**config.mk**
```make
export PLATFORM = sky130hd
export DESIGN_NAME = output_compare_tone_generator_flat
export DESIGN_NICKNAME = d
export VERILOG_FILES = /design/src/design/octg_pkg.sv /design/src/design/octg_if.sv /design/src/design/octg_cfg_regs.sv /design/src/design/octg_divider.sv /design/src/design/output_compare_tone_generator.sv /design/src/flat_wrapper.sv
export SDC_FILE = /design/constraint.sdc
export NUM_CORES = 1
export LEC_CHECK = 0
export BUFFER_PORTS_ARGS = -buffer_cell sky130_fd_sc_hd__buf_2
export CAP_MARGIN = 5
export CORE_MARGIN = 1.5
export CORE_UTILIZATION = 55
export CTS_CLUSTER_SIZE = 16
export DETAILED_ROUTE_END_ITERATION = 10
export GPL_ROUTABILITY_DRIVEN = 0
export HOLD_SLACK_MARGIN = 0.15
export PLACE_DENSITY = 0.71
export SLEW_MARGIN = 20
export SYNTH_ARGS = -nofsm -noshare
export SYNTH_HDL_FRONTEND = slang
export SYNTH_HIERARCHICAL = 1
export SYNTH_SLANG_ARGS = --single-unit
```
**constraint.sdc**
```tcl
create_clock -name clk -period 3.9 [get_ports clk]
set_input_delay 0.195 -clock clk [delete_from_list [all_inputs] [get_ports clk]]
set_output_delay 0.195 -clock clk [all_outputs]
set_load 0.02 [all_outputs]
```
**src/design/octg_pkg.sv**
```systemverilog
// Shared constants for the output-compare tone generator.
package octg_pkg;

  // Command opcodes
  localparam logic [1:0] OP_TICK     = 2'd0;
  localparam logic [1:0] OP_SET_FREQ = 2'd1;
  localparam logic [1:0] OP_STOP     = 2'd2;

  // Field widths
  localparam int OPCODE_W = 2;
  localparam int TONE_W   = 20;
  localparam int HALF_W   = 32;
  localparam int CLK_W    = 32;

  // Divider operand widths: dividend is the timer clock, divisor is 2 * tone
  localparam int DVD_W = CLK_W;
  localparam int DVS_W = TONE_W + 1;

  // Free-running counter width default
  localparam int CNT_WIDTH_DEF = 32;

  // Configuration register map
  localparam int          PADDR_W       = 2;
  localparam int          PDATA_W       = 32;
  localparam logic [31:0] CLK_HZ_RESET  = 32'd1000000;
  localparam logic [PADDR_W-1:0] ADDR_TIMER_CLOCK_HZ = 2'd0;

endpackage

```
**src/design/octg_if.sv**
```systemverilog
// Valid/ready channel interfaces for commands and results.
interface octg_cmd_if import octg_pkg::*; ();
  logic                valid;
  logic                ready;
  logic [OPCODE_W-1:0] opcode;
  logic [TONE_W-1:0]   tone_hz;

  modport source (output valid, output opcode, output tone_hz, input ready);
  modport sink   (input valid, input opcode, input tone_hz, output ready);
endinterface

interface octg_result_if import octg_pkg::*; ();
  logic              valid;
  logic              ready;
  logic              tone_level;
  logic              running;
  logic              match_event;
  logic [HALF_W-1:0] half_period_ticks;

  modport source (output valid, output tone_level, output running, output match_event,
                  output half_period_ticks, input ready);
  modport sink   (input valid, input tone_level, input running, input match_event,
                  input half_period_ticks, output ready);
endinterface

```
**src/design/octg_cfg_regs.sv**
```systemverilog
// APB register block holding the timer clock frequency.
module octg_cfg_regs import octg_pkg::*; (
  input  logic               clk,
  input  logic               rst,
  input  logic               psel,
  input  logic               penable,
  input  logic               pwrite,
  input  logic [PADDR_W-1:0] paddr,
  input  logic [PDATA_W-1:0] pwdata,
  output logic [PDATA_W-1:0] prdata,
  output logic               pready,
  output logic [CLK_W-1:0]   timer_clock_hz
);

  logic wr_en;

  // Decode the access phase of a write; byte lanes inside the word are ignored
  assign wr_en  = psel && penable && pwrite;
  assign pready = 1'b1;

  // Hold the register
  always_ff @(posedge clk) begin
    if (rst) begin
      timer_clock_hz <= CLK_HZ_RESET;
    end else if (wr_en) begin
      timer_clock_hz <= pwdata[CLK_W-1:0];
    end
  end

  // Read back
  assign prdata = timer_clock_hz;

endmodule

```
**src/design/octg_divider.sv**
```systemverilog
// Restoring divider, one quotient bit per cycle, for the half-period computation.
module octg_divider import octg_pkg::*; (
  input  logic             clk,
  input  logic             rst,
  input  logic             start,
  input  logic [DVD_W-1:0] dividend,
  input  logic [DVS_W-1:0] divisor,
  output logic             done,
  output logic [DVD_W-1:0] quotient
);

  localparam int STEP_W = $clog2(DVD_W);
  localparam logic [STEP_W-1:0] LAST_STEP = STEP_W'(DVD_W - 1);

  logic              busy;
  logic [STEP_W-1:0] step;
  logic [DVS_W-1:0]  rem;
  logic [DVS_W-1:0]  dvs;
  logic [DVS_W:0]    shifted;
  logic [DVS_W+1:0]  diff;
  logic              q_bit;
  logic [DVS_W-1:0]  rem_next;

  // Shift in the next dividend bit and try a subtract
  always_comb begin
    shifted = {rem, quotient[DVD_W-1]};
    diff    = {1'b0, shifted} - {2'b00, dvs};
    q_bit   = ~diff[DVS_W+1];
    rem_next = q_bit ? diff[DVS_W-1:0] : shifted[DVS_W-1:0];
  end

  // Sequence the iterations
  always_ff @(posedge clk) begin
    if (rst) begin
      busy <= 1'b0;
      done <= 1'b0;
      step <= '0;
    end else begin
      done <= 1'b0;
      if (start) begin
        busy <= 1'b1;
        step <= '0;
      end else if (busy) begin
        step <= step + STEP_W'(1);
        if (step == LAST_STEP) begin
          busy <= 1'b0;
          done <= 1'b1;
        end
      end
    end
  end

  // Datapath registers
  always_ff @(posedge clk) begin
    if (start) begin
      rem      <= '0;
      dvs      <= divisor;
      quotient <= dividend;
    end else if (busy) begin
      rem      <= rem_next;
      quotient <= {quotient[DVD_W-2:0], q_bit};
    end
  end

endmodule

```
**src/design/output_compare_tone_generator.sv**
```systemverilog
// Top level of the output-compare square-wave tone generator.
// A tick, stop or unused-opcode transaction is taken while idle and its result is
// registered at the accepting edge; back-to-back ticks run at one per cycle as long as the
// result side keeps up. A set-frequency transaction with a nonzero tone runs the half
// period timer_clock_hz / (2 * tone_hz) through a restoring divider that produces
// one quotient bit per cycle, so the block stays busy through the 32 divide steps,
// the commit and the result load before it takes the next transaction. Frequency
// zero acts as a stop. The timer clock frequency is written through the APB port,
// which ignores paddr, and should only change while the block is idle.
module output_compare_tone_generator import octg_pkg::*; #(
  parameter int COUNTER_WIDTH = CNT_WIDTH_DEF
) (
  input  logic               clk,
  input  logic               rst,
  octg_cmd_if.sink           cmd,
  octg_result_if.source      result,
  input  logic               psel,
  input  logic               penable,
  input  logic               pwrite,
  input  logic [PADDR_W-1:0] paddr,
  input  logic [PDATA_W-1:0] pwdata,
  output logic [PDATA_W-1:0] prdata,
  output logic               pready
);

  localparam logic [1:0] ST_IDLE = 2'd0;
  localparam logic [1:0] ST_DIV  = 2'd1;
  localparam logic [1:0] ST_EMIT = 2'd2;

  logic [1:0]               state;
  logic [COUNTER_WIDTH-1:0] free_counter;
  logic [COUNTER_WIDTH-1:0] compare_value;
  logic [HALF_W-1:0]        half_period;
  logic                     active_flag;
  logic                     pin_level;

  logic                     out_valid;
  logic                     out_level;
  logic                     out_running;
  logic                     out_match;
  logic [HALF_W-1:0]        out_half;

  logic [CLK_W-1:0]         timer_clock_hz;
  logic                     div_start;
  logic                     div_done;
  logic [DVD_W-1:0]         div_quot;

  logic                     slot_free;
  logic                     cmd_acc;
  logic [COUNTER_WIDTH-1:0] cnt_inc;
  logic                     hit;

  octg_cfg_regs u_cfg (
    .clk            (clk),
    .rst            (rst),
    .psel           (psel),
    .penable        (penable),
    .pwrite         (pwrite),
    .paddr          (paddr),
    .pwdata         (pwdata),
    .prdata         (prdata),
    .pready         (pready),
    .timer_clock_hz (timer_clock_hz)
  );

  octg_divider u_div (
    .clk      (clk),
    .rst      (rst),
    .start    (div_start),
    .dividend (timer_clock_hz),
    .divisor  ({cmd.tone_hz, 1'b0}),
    .done     (div_done),
    .quotient (div_quot)
  );

  // Handshake: take a transaction only when idle and the result slot can be reused
  assign slot_free = !out_valid || result.ready;
  assign cmd.ready = (state == ST_IDLE) && slot_free;
  assign cmd_acc   = cmd.valid && cmd.ready;

  // Tick compare
  assign cnt_inc = free_counter + COUNTER_WIDTH'(1);
  assign hit     = active_flag && (cnt_inc == compare_value);

  // Kick the divider for a nonzero set-frequency
  assign div_start = cmd_acc && (cmd.opcode == OP_SET_FREQ) && (cmd.tone_hz != '0);

  // Control state
  always_ff @(posedge clk) begin
    if (rst) begin
      state         <= ST_IDLE;
      free_counter  <= '0;
      compare_value <= '0;
      half_period   <= '0;
      active_flag   <= 1'b0;
      pin_level     <= 1'b0;
      out_valid     <= 1'b0;
    end else begin
      // Drop the result once taken
      if (result.valid && result.ready) begin
        out_valid <= 1'b0;
      end
      case (state)
        ST_IDLE: begin
          if (cmd_acc) begin
            case (cmd.opcode)
              OP_TICK: begin
                free_counter <= cnt_inc;
                if (hit) begin
                  pin_level     <= ~pin_level;
                  compare_value <= compare_value + half_period[COUNTER_WIDTH-1:0];
                end
                out_valid <= 1'b1;
              end
              OP_SET_FREQ: begin
                if (cmd.tone_hz == '0) begin
                  active_flag <= 1'b0;
                  out_valid   <= 1'b1;
                end else begin
                  state <= ST_DIV;
                end
              end
              OP_STOP: begin
                active_flag <= 1'b0;
                out_valid   <= 1'b1;
              end
              default: begin
                out_valid <= 1'b1;
              end
            endcase
          end
        end
        ST_DIV: begin
          // Commit the new half period; restart the compare only from idle
          if (div_done) begin
            half_period <= div_quot;
            if (!active_flag) begin
              active_flag   <= 1'b1;
              compare_value <= free_counter + div_quot[COUNTER_WIDTH-1:0];
            end
            state <= ST_EMIT;
          end
        end
        ST_EMIT: begin
          if (slot_free) begin
            out_valid <= 1'b1;
            state     <= ST_IDLE;
          end
        end
        default: begin
          state <= ST_IDLE;
        end
      endcase
    end
  end

  // Result payload: load from the post-transaction state
  always_ff @(posedge clk) begin
    if (state == ST_IDLE && cmd_acc) begin
      out_match <= (cmd.opcode == OP_TICK) && hit;
      out_half  <= half_period;
      case (cmd.opcode)
        OP_TICK: begin
          out_level   <= pin_level ^ hit;
          out_running <= active_flag;
        end
        OP_SET_FREQ, OP_STOP: begin
          out_level   <= pin_level;
          out_running <= 1'b0;
        end
        default: begin
          out_level   <= pin_level;
          out_running <= active_flag;
        end
      endcase
    end else if (state == ST_EMIT && slot_free) begin
      out_match   <= 1'b0;
      out_half    <= half_period;
      out_level   <= pin_level;
      out_running <= active_flag;
    end
  end

  assign result.valid             = out_valid;
  assign result.tone_level        = out_level;
  assign result.running           = out_running;
  assign result.match_event       = out_match;
  assign result.half_period_ticks = out_half;

endmodule

```
**src/flat_wrapper.sv**
```systemverilog
// flat-port wrapper written by rule: the top's interface ports become plain ports
module output_compare_tone_generator_flat import octg_pkg::*;
#(
  parameter int COUNTER_WIDTH = CNT_WIDTH_DEF
)
  (clk, rst, psel, penable, pwrite, paddr, pwdata, prdata, pready, cmd_valid, cmd_opcode, cmd_tone_hz, cmd_ready, result_valid, result_tone_level, result_running, result_match_event, result_half_period_ticks, result_ready);
  octg_cmd_if cmd_i ();
  octg_result_if result_i ();
  input  logic clk;
  input  logic rst;
  input  logic psel;
  input  logic penable;
  input  logic pwrite;
  input  logic [PADDR_W-1:0] paddr;
  input  logic [PDATA_W-1:0] pwdata;
  output logic [PDATA_W-1:0] prdata;
  output logic pready;
  input wire logic [$bits(cmd_i.valid)-1:0] cmd_valid;
  input wire logic [$bits(cmd_i.opcode)-1:0] cmd_opcode;
  input wire logic [$bits(cmd_i.tone_hz)-1:0] cmd_tone_hz;
  output wire logic [$bits(cmd_i.ready)-1:0] cmd_ready;
  output wire logic [$bits(result_i.valid)-1:0] result_valid;
  output wire logic [$bits(result_i.tone_level)-1:0] result_tone_level;
  output wire logic [$bits(result_i.running)-1:0] result_running;
  output wire logic [$bits(result_i.match_event)-1:0] result_match_event;
  output wire logic [$bits(result_i.half_period_ticks)-1:0] result_half_period_ticks;
  input wire logic [$bits(result_i.ready)-1:0] result_ready;
  assign cmd_i.valid = cmd_valid;
  assign cmd_i.opcode = cmd_opcode;
  assign cmd_i.tone_hz = cmd_tone_hz;
  assign cmd_ready = cmd_i.ready;
  assign result_valid = result_i.valid;
  assign result_tone_level = result_i.tone_level;
  assign result_running = result_i.running;
  assign result_match_event = result_i.match_event;
  assign result_half_period_ticks = result_i.half_period_ticks;
  assign result_i.ready = result_ready;
  output_compare_tone_generator #(.COUNTER_WIDTH(COUNTER_WIDTH)) u_core (.clk(clk), .rst(rst), .cmd(cmd_i), .result(result_i), .psel(psel), .penable(penable), .pwrite(pwrite), .paddr(paddr), .pwdata(pwdata), .prdata(prdata), .pready(pready));
endmodule
```
* Word-level counts from Yosys, hierarchy flattened
Cells that the tools add are included.
** Storage, ports and cells
- Bits in registers :: 248
- Input port bits :: 63
- Output and inout port bits :: 70
- Logic and storage cells :: 112
** Operators by class
- $add $sub $neg :: 5
- Equal/unequal tests :: 16
- Mux-type cells :: 40
- Bitwise logic cells :: 4
- Reductions and logical operators :: 29
** Operators with widths (number)
- two-way mux 32 bit :: 9
- adder 32 bit :: 2
- one-hot mux 32 bit (2 select lines) :: 1
- adder 32 x 1 -> 32 bit, second input constant :: 1
- == test 32 bit :: 1
- subtractor 22 x 21 -> 23 bit :: 1
- two-way mux 21 bit :: 1
- zero test 20 bit :: 1
- two-way mux 1 bit :: 20
- nonzero test 20 bit :: 1
- logical AND 1 bit :: 11
- two-way mux 2 bit :: 5
- != test 2 bit, second input constant :: 5
- AND reduction 5 bit :: 2
- != test 2 x 1 -> 1 bit, second input constant :: 3
- != test 3 bit, second input constant :: 2
- one-hot mux 1 bit (2 select lines) :: 3
- one-hot mux 2 bit (3 select lines) :: 1
- AND reduction 6 bit :: 1
- nonzero test 2 bit :: 3
- adder 5 x 1 -> 5 bit, second input constant :: 1
- == test 5 bit, second input constant :: 1
- == test 2 x 1 -> 1 bit, second input constant :: 2
- == test 2 bit, second input constant :: 2
- other kinds (10) :: 14

* Logic depth before layout (Yosys ltp)
Gate-level depths: netlist of run 1.
- Depth after elaboration :: 7
- Mapped depth :: 14
- Depth with buffers taken out :: 13

* Hierarchy
The synthesis of run 1 kept the hierarchy.
** Modules (own cells, without submodules)
- output_compare_tone_generator :: times used 1, cells each 1194, area each 9704.3 um2, seq. area each 3072.9 um2
- octg_divider :: times used 1, cells each 411, area each 4436.8 um2, seq. area each 2152.1 um2
- octg_cfg_regs :: times used 1, cells each 174, area each 1684.1 um2, seq. area each 640.6 um2

* Worst setup path before layout of run 1
No wires, ideal clock.
- Kind :: register to register
- Start point :: reg u_core.out_valid (netlist: u_core/result.valid)
- End point :: reg u_core.u_div.quotient[0] (enable)
- Library setup time :: 387 ps
- Arrival :: 3510 ps
- Data required time :: 3513 ps
- Path slack :: 3 ps
- Stages on the path, launching flop included :: 8
- Clock period less this slack :: 3897 ps
- Path through :: dfxtp_1 nor2b_1 nor3_1 nand2_1 nor2_1 clkbuf_1 nor2_1 inv_1
** On the way
- Longest elaborated chain between the ends :: 7
** RTL lines
- from (decl) :: line output_compare_tone_generator.sv:37 : logic out_valid;
- from (signal assigned) :: line output_compare_tone_generator.sv:97 : out_valid <= 1'b0;
- from (signal assigned) :: line output_compare_tone_generator.sv:101 : out_valid <= 1'b0;
- from (signal assigned) :: line output_compare_tone_generator.sv:113 : out_valid <= 1'b1;
- zero test 1 bit :: line output_compare_tone_generator.sv:77 : assign slot_free = !out_valid || result.ready;
- logical OR 1 bit :: line output_compare_tone_generator.sv:77
- logical AND 1 bit :: line output_compare_tone_generator.sv:78 : assign cmd.ready = (state == ST_IDLE) && slot_free;
- net cmd_ready :: line flat_wrapper.sv:21 : output wire logic [$bits(cmd_i.ready)-1:0] cmd_ready;
- logical AND 1 bit :: line output_compare_tone_generator.sv:79 : assign cmd_acc = cmd.valid && cmd.ready;
- logical AND 1 bit (2 in series) :: line output_compare_tone_generator.sv:86 : assign div_start = cmd_acc && (cmd.opcode == OP_SET_FREQ) && (cmd.tone_hz != '0);
- net u_core.div_start :: line output_compare_tone_generator.sv:44 : logic div_start;
- nonzero test 2 bit (no line)
- to (signal assigned) :: line octg_divider.sv:58 : quotient <= dividend;
- to (signal assigned) :: line octg_divider.sv:61 : quotient <= {quotient[DVD_W-2:0], q_bit};
- to (decl) :: line octg_divider.sv:9 : output logic [DVD_W-1:0] quotient
The timed path passes the listed nets, and every way through them passes these cells.
A chain may end at the register's enable or synchronous reset.

* Worst setup path after layout of run 1
- Start point :: reg u_core.compare_value[1]
- End point :: reg u_core.compare_value[27]
** On the way
- Longest elaborated chain between the ends :: 5
- Elaborated cells between the ends (all ways) :: 9
- Classes of those cells :: add/sub: 1; eq/ne: 2; mux: 4; reduce/logical: 2
** RTL lines
- from (decl) :: line output_compare_tone_generator.sv:32 : logic [COUNTER_WIDTH-1:0] compare_value;
- from (signal assigned) :: line output_compare_tone_generator.sv:111 : compare_value <= compare_value + half_period[COUNTER_WIDTH-1:0];
- from (signal assigned) :: line output_compare_tone_generator.sv:139 : compare_value <= free_counter + div_quot[COUNTER_WIDTH-1:0];
- adder 32 bit :: line output_compare_tone_generator.sv:111
- two-way mux 32 bit :: line output_compare_tone_generator.sv:109 : if (hit) begin
- two-way mux 32 bit :: line output_compare_tone_generator.sv:106 : case (cmd.opcode)
- two-way mux 32 bit :: line output_compare_tone_generator.sv:105 : if (cmd_acc) begin
- one-hot mux 32 bit (2 select lines) :: line output_compare_tone_generator.sv:103 : case (state)
Parallel ways exist; a longest one is shown, timed or not. The select of a mux whose other input is x is not followed.

==> qor.csv, run 1 <==
metric,value,unit
Cell variety after synth,80,
area occupied by multi-input gates,9070,sq um
leak pwr,0.00741,uW
clock slew at the register clock pins of the worst setup and hold paths,0.06,ns
largest net degree at the start of global routing,117,
Layout area overhead,13.7,%
relative slew slack,0.304,
worst path required time,4.37,ns
"Top FF cell, synth",dfxtp_1,
CP Max Fanout,4,
Final Slew Violations,0,
Final Skew,0.0125,ns
Hold Crit Start,cmd_opcode[1],
WL/cell,18.5,um
sequential share of power,0.461,
Fmax,269,MHz
CTS Buf Count,28,
reg2reg path depth,11,
Gate Count Post-Synth,1779,
pin slew with the least headroom to its limit,1.04,ns
Pre-Repair DR Iteration Count,5,
n_diodes,0,
clock power share,0.415,
GRT Util Overall,0.279,
Logic pwr share,0.124,
Die W,173,um
share of cells above drive strength 1,0.143,
Boundary Pins,133,
Avg Inst Size Synth,8.90,sq um
grt total ovfl,0,
post-route cell area,18000,sq um
worst r2r src,u_core/compare_value[1]$_SDFFE_PP0P_,
Worst EP arrival,4.19,ns
Worst Hold Class,in2reg,
FF-to-FF End,u_core/compare_value[27]$_SDFFE_PP0P_,
hold endpoint,u_core/result.running$_DFFE_PP_,
DRC,0,
first-pass GRT wire length,68000,um
clock tree buffer depth,3,
RSZ-0062 raised after global routing,false,
Nets,2061,
CP Capture Type,flop,
switching share of power,0.260,
Filler cells,2415,
final worst-path cycle share,0.954,
Critical Path Start Type,flop,
Post-synth ARST share,0,
Pint,4610,uW
Syn Nets,1934,
storage element area,5870,sq um
Post-DRT Antenna Nets,0,
# port buffers,129,
Clock Latency Late Sink,0.55,ns
final-report hold violation count,0,
max cap viols,0,
Setup CP Type,reg2reg,
Rows,61,
Avg Vias per Cell,5.98,
outcome,"complete, no violations",
number of post-CTS setup repair buffers,0,
post-detail-place hpwl,30000,um
drt first-iter violations,1183,
Peak VDD IR,0.318,mV
warnings from Yosys,6,
WL final,42600,um
"Setup violations, final",0,
core area,28100,sq um
Root Buffer Master,clkbuf_16,
Final TNS setup,0,ns
flop2flop setup slack,0.18,ns
pwr dens,346,nW/um^2
die height,173,um
Net Sw Power,1620,uW
initial core utilization,0.563,
via count,13800,
DIE AREA,29800,sq um
vias in the first global route,13000,
TritonCTS clock tree,built,
Hold Path Depth,4,
most frequent cells in the layout,"nand2_1 (186), dfxtp_1 (161), a21oi_1 (132), buf_2 (128), nor2_1 (127)",
synthesized cell area,15800,sq um
sequential share of the synthesized area,0.371,
"most common cell after layout, fill and taps aside",nand2_1,
flop and latch count out of synthesis,249,
crit path time final,3.72,ns
CTS sink count,249,
DP Area,16500,sq um
"EDFF count, synth",88,
initial antenna violation count,1,
H-tree depth,1,
per-layer routing:
metal / GRT usage / wire (um) / vias to the layer above
li1: - / - / 6665
met1: 0.403 / 20000 / 6508
met2: 0.428 / 18200 / 522
met3: 0.0385 / 3080 / 82
met4: 0.0917 / 1320 / 0
met5: 0 / 0 / -
through the flow:
step | setup slack (ns) | power [uW] | util | hold slack (ns) | std cells
4_1_cts | 0.232 | 6250 | 0.640 | 0.219 | 2305
2_1_floorplan | 0.00288 | 3430 | - | 0.267 | 1779
5_1_grt | 0.0451 | 6440 | 0.641 | 0.270 | 2305
3_3_place_gp | 0.348 | 3620 | 0.589 | 0.389 | 2200
3_5_place_dp | 0.272 | 3640 | 0.589 | 0.390 | 2200
6_report | 0.178 | 6220 | 0.641 | 0.240 | 2305
worst max path at each step:
stage                                                    start                                     to  slack (ns)  cells after the start
after floorplan                 u_core/result.valid$_SDFF_PP0_     u_core/u_div/quotient[0]$_DFFE_PP_       0.003                      7
after global placement      u_core/u_div/quotient[0]$_DFFE_PP_  u_core/compare_value[30]$_SDFFE_PP0P_        0.35                     15
after detailed placement  u_core/compare_value[1]$_SDFFE_PP0P_  u_core/compare_value[27]$_SDFFE_PP0P_        0.27                     11
after CTS                 u_core/compare_value[1]$_SDFFE_PP0P_  u_core/compare_value[27]$_SDFFE_PP0P_        0.23                     11
after global routing        u_core/u_div/quotient[0]$_DFFE_PP_  u_core/compare_value[30]$_SDFFE_PP0P_        0.05                     15
final                     u_core/compare_value[1]$_SDFFE_PP0P_  u_core/compare_value[27]$_SDFFE_PP0P_        0.18                     11
flip-flops by register name (all words and copies together) (netlist names), 2 cells and up:
signal	count
u_core/compare_value	32
u_core/free_counter	32
u_core/half_period	32
u_core/result.half_period_ticks	32
u_core/u_cfg/prdata	32
u_core/u_div/quotient	32
u_core/u_div/dvs	21
u_core/u_div/rem	21
u_core/u_div/step	5
u_core/state	2
power groups by stage:
stage                     combinational, uW  sequential [uW]  clock [uW]
after detailed placement                717             2920           0
after CTS                               763             2870        2620
final                                   774             2870        2580
after floorplan                         499             2930           0
after global placement                  700             2920           0
after global routing                    846             2880        2710
kinds of logic after synthesis:
logic type | count (synthesis) | synth area share
AND/OR/NAND/NOR | 636 | 0.201
AO/OA/AOI/OAI | 417 | 0.171
flip-flops | 249 | 0.371
buffers and inverters | 175 | 0.0580
XOR/XNOR | 128 | 0.0708
adder cells (fa/ha/maj) | 92 | 0.0742
multiplexers | 80 | 0.0531
other | 2 | 0.000475
layout make-up:
| cell class | count | area share |
|---|---|---|
| sequential | 249 | 0.326 |
| inverter | 53 | 0.0111 |
| clock inverter | 14 | 0.00584 |
| timing repair buffer | 219 | 0.0825 |
| multi-input combinational | 1355 | 0.504 |
| clock buffer | 37 | 0.0442 |
| tap | 378 | 0.0263 |
critical path, cell delays in order (launching register included):
cell      delay, ns
dfxtp_1        0.41
ha_1           0.28
a211oi_1       0.46
nor3_1         0.17
o311ai_1       0.54
a2111o_1       0.36
a21oi_1        0.18
o21ai_0        0.48
o21ai_0        0.21
xnor2_1        0.16
a211o_1        0.29
a21oi_1        0.11
cells in the mapped netlist, drive strengths merged, types with 4 or more instances:
cell type | n | area [sq um]
clkbuf | 58 | 218
nor3b | 4 | 35.0
a41oi | 4 | 35.0
a31o | 5 | 43.8
nand2b | 63 | 394
xor2 | 61 | 534
mux2i | 48 | 480
a31oi | 17 | 106
or2 | 8 | 50.1
o211ai | 12 | 90.1
nor2 | 130 | 495
edfxtp | 88 | 2640
o22ai | 10 | 62.6
buf | 64 | 502
a211oi | 28 | 215
and4 | 12 | 105
and3 | 22 | 138
inv | 53 | 199
nor2b | 12 | 75.1
a221oi | 5 | 61.3
o21bai | 9 | 78.8
a311oi | 8 | 70.1
mux2 | 32 | 360
nor4 | 11 | 98.8
nor3 | 69 | 357
a32oi | 7 | 61.3
or3 | 14 | 87.6
a21o | 31 | 233
o31a | 4 | 35.0
o21ai | 79 | 395
xnor2 | 67 | 587
o21a | 18 | 135
nand4 | 28 | 203
a21oi | 133 | 666
nand2 | 187 | 704
ha | 89 | 1110
and2 | 13 | 81.3
dfxtp | 161 | 3220
a2111oi | 5 | 43.8
a211o | 10 | 87.6
nand3 | 50 | 250
timing repair:
action	CTS	global route
hold buffers	54	0
gates resized for setup	0	3
hold endpoints to repair	54	0
setup endpoints to repair	0	4
(Power assumes the default switching activity.)
==> inputs of run 2 (changes only) <==
Clock period 3.9 ns to 3.5 ns, I/O delays scaled along.
==> run 2 against run 1 <==
  * Clock power rose by 10%
  * Non-clock buffer count rose by 61
  * Wire length rose by 2.6%
  * Critical endpoint unchanged
  * Highest routed layer unchanged
==> qor.csv, run 2 (same netlist as run 1, synthesis figures left out) <==
metric,value,unit
pin slew with the least headroom to its limit,0.997,ns
final-report hold violation count,0,
DIE AREA,29800,sq um
first-pass GRT wire length,70400,um
top sig layer,met4,
# port buffers,129,
final cell utilization of the core,0.659,
met2 wire length,19100,um
"Setup violations, final",0,
worst r2r src,u_core/half_period[7]$_SDFFE_PP0P_,
RSZ-0062 raised after global routing,false,
Root Buffer Master,clkbuf_16,
vias in the first global route,13500,
slowest CP cell,a2111o_1,
initial antenna violation count,2,
WL met1,20100,um
WL final,43800,um
Peak VDD IR,0.387,mV
Nets,2121,
Worst path top cell family by delay,compound AO/OA/AOI/OAI gates,
H-tree depth,1,
die height,173,um
Pre-Repair DR Iteration Count,7,
largest net degree at the start of global routing,83,
Hold Path Depth,4,
GRT Util Overall,0.287,
CP Max Fanout,4,
CP Capture Type,flop,
clock slew at the register clock pins of the worst setup and hold paths,0.06,ns
Die W,173,um
grt total ovfl,0,
reg2reg path depth,12,
flop2flop setup slack,0.12,ns
Fmax,296,MHz
Final Slew Violations,0,
FF-to-FF End,u_core/compare_value[27]$_SDFFE_PP0P_,
Rows,61,
drt first-iter violations,1333,
CP most frequent cell,o21ai_0,
leak pwr,0.00771,uW
relative slew slack,0.335,
initial core utilization,0.563,
Critical Path Start Type,flop,
"most common cell after layout, fill and taps aside",nand2_1,
WHS,0.186,ns
Worst EP arrival,3.85,ns
Setup CP Type,reg2reg,
share of cells above drive strength 1,0.174,
n_diodes,0,
Post-DRT Antenna Nets,0,
hold endpoint,u_core/result.running$_DFFE_PP_,
core area,28100,sq um
crit path time final,3.38,ns
outcome,"complete, no violations",
WL met3,3450,um
CP max stage delay,0.51,ns
CTS Buf Count,27,
clock tree buffer depth,3,
Crit path buffers/inverters,1,
Boundary Pins,133,
Final Skew,0.0173,ns
TritonCTS clock tree,built,
Final TNS setup,0,ns
worst path required time,3.97,ns
pwr dens,374,nW/um^2
via count,14200,
Hold Crit Start,cmd_opcode[1],
WL/cell,18.5,um
DRC,0,
post-detail-place hpwl,31400,um
"critical path, cell by cell",ha_1 -> nand4_1 -> nor3_2 -> o311ai_0 -> buf_4 -> a2111o_1 -> a21oi_2 -> o21ai_0 -> o21ai_0 -> xnor2_1 -> a211o_1 -> a21oi_1,
Layout area overhead,16.9,%
most frequent cells in the layout,"nand2_1 (186), dfxtp_1 (161), a21oi_1 (132), buf_2 (128), nor2_1 (127)",
Avg Vias per Cell,6.00,
final worst-path cycle share,0.965,
CTS sink count,249,
max cap viols,0,
Worst Hold Class,in2reg,
Clock Latency Late Sink,0.54,ns
==> run 2: cell count changes in the layout (fill, tap and decap cells not counted), moves of 2 or more <==
cell,previous run,this run
clkbuf_16,29,27
nor3_2,1,3
clkbuf_1,4,6
nor3_1,67,65
buf_4,35,95
clkbuf_8,4,9
clkinv_2,7,2
o311ai_1,2,0
==> run 2: final cells by class <==
class	count	area, sq um
sequential	249	5870
fill	2329	9580
tap	378	473
multi-input combinational	1355	9120
clock inverter	7	67.6
clock buffer	42	822
inverter	53	203
timing repair buffer	280	1950
==> run 2: what timing repair did <==
item                       4_1_cts  5_1_grt
setup endpoints to repair        0       16
setup buffers                    0        0
hold endpoints to repair        56        0
hold buffers                    54        0
resized for setup                0       13
==> run 2: per-layer routing <==
| metal | track usage | vias to the layer above |
|---|---|---|
| li1 | - | 6791 |
| met1 | 0.412 | 6701 |
| met2 | 0.450 | 605 |
| met3 | 0.0435 | 92 |
| met4 | 0.0800 | 0 |
| met5 | 0 | - |
==> run 2: worst max path at each step <==
| stage | slack [ns] | from | cells after the start | end |
|---|---|---|---|---|
| after floorplan | 0.03 | u_core/state[1]$_SDFFE_PP0P_ | 3 | u_core/result.half_period_ticks[0]$_DFFE_PP_ |
| after CTS | 0.03 | u_core/half_period[1]$_SDFFE_PP0P_ | 13 | u_core/compare_value[27]$_SDFFE_PP0P_ |
| final | 0.12 | u_core/half_period[7]$_SDFFE_PP0P_ | 12 | u_core/compare_value[27]$_SDFFE_PP0P_ |
| after global placement | 0.09 | u_core/half_period[1]$_SDFFE_PP0P_ | 13 | u_core/compare_value[27]$_SDFFE_PP0P_ |
| after global routing | 0.01 | u_core/free_counter[0]$_SDFFE_PP0P_ | 13 | u_core/compare_value[11]$_SDFFE_PP0P_ |
| after detailed placement | 0.05 | u_core/half_period[1]$_SDFFE_PP0P_ | 13 | u_core/compare_value[27]$_SDFFE_PP0P_ |
==> run 2: per-stage QoR <==
step | power, uW | cell area, sq um | std cells | worst slack [ns]
after floorplan | 3820 | 15800 | 1779 | 0.0253
after global placement | 4040 | 17000 | 2261 | 0.0871
after detailed placement | 4060 | 17000 | 2261 | 0.0532
after CTS | 6940 | 18500 | 2364 | 0.0258
after global routing | 7180 | 18500 | 2364 | 0.0130
final | 6910 | 18500 | 2364 | 0.122
==> run 2: power by group <==
part           internal [uW]  total, uW  switching (uW)  leakage (uW)
clock network           1680       2840            1160      0.000432
logic                    369        876             506       0.00513
registers               3110       3190            87.5       0.00215
total                   5150       6910            1760       0.00771
==> run 2: worst register-to-register path, cell delays in order, from the launching register on <==
cell and delay (ns):
dfxtp_1 0.32, ha_1 0.37, nand4_1 0.16, nor3_2 0.35
o311ai_0 0.24, buf_4 0.19, a2111o_1 0.51, a21oi_2 0.26
o21ai_0 0.16, o21ai_0 0.26, xnor2_1 0.10, a211o_1 0.29
a21oi_1 0.11
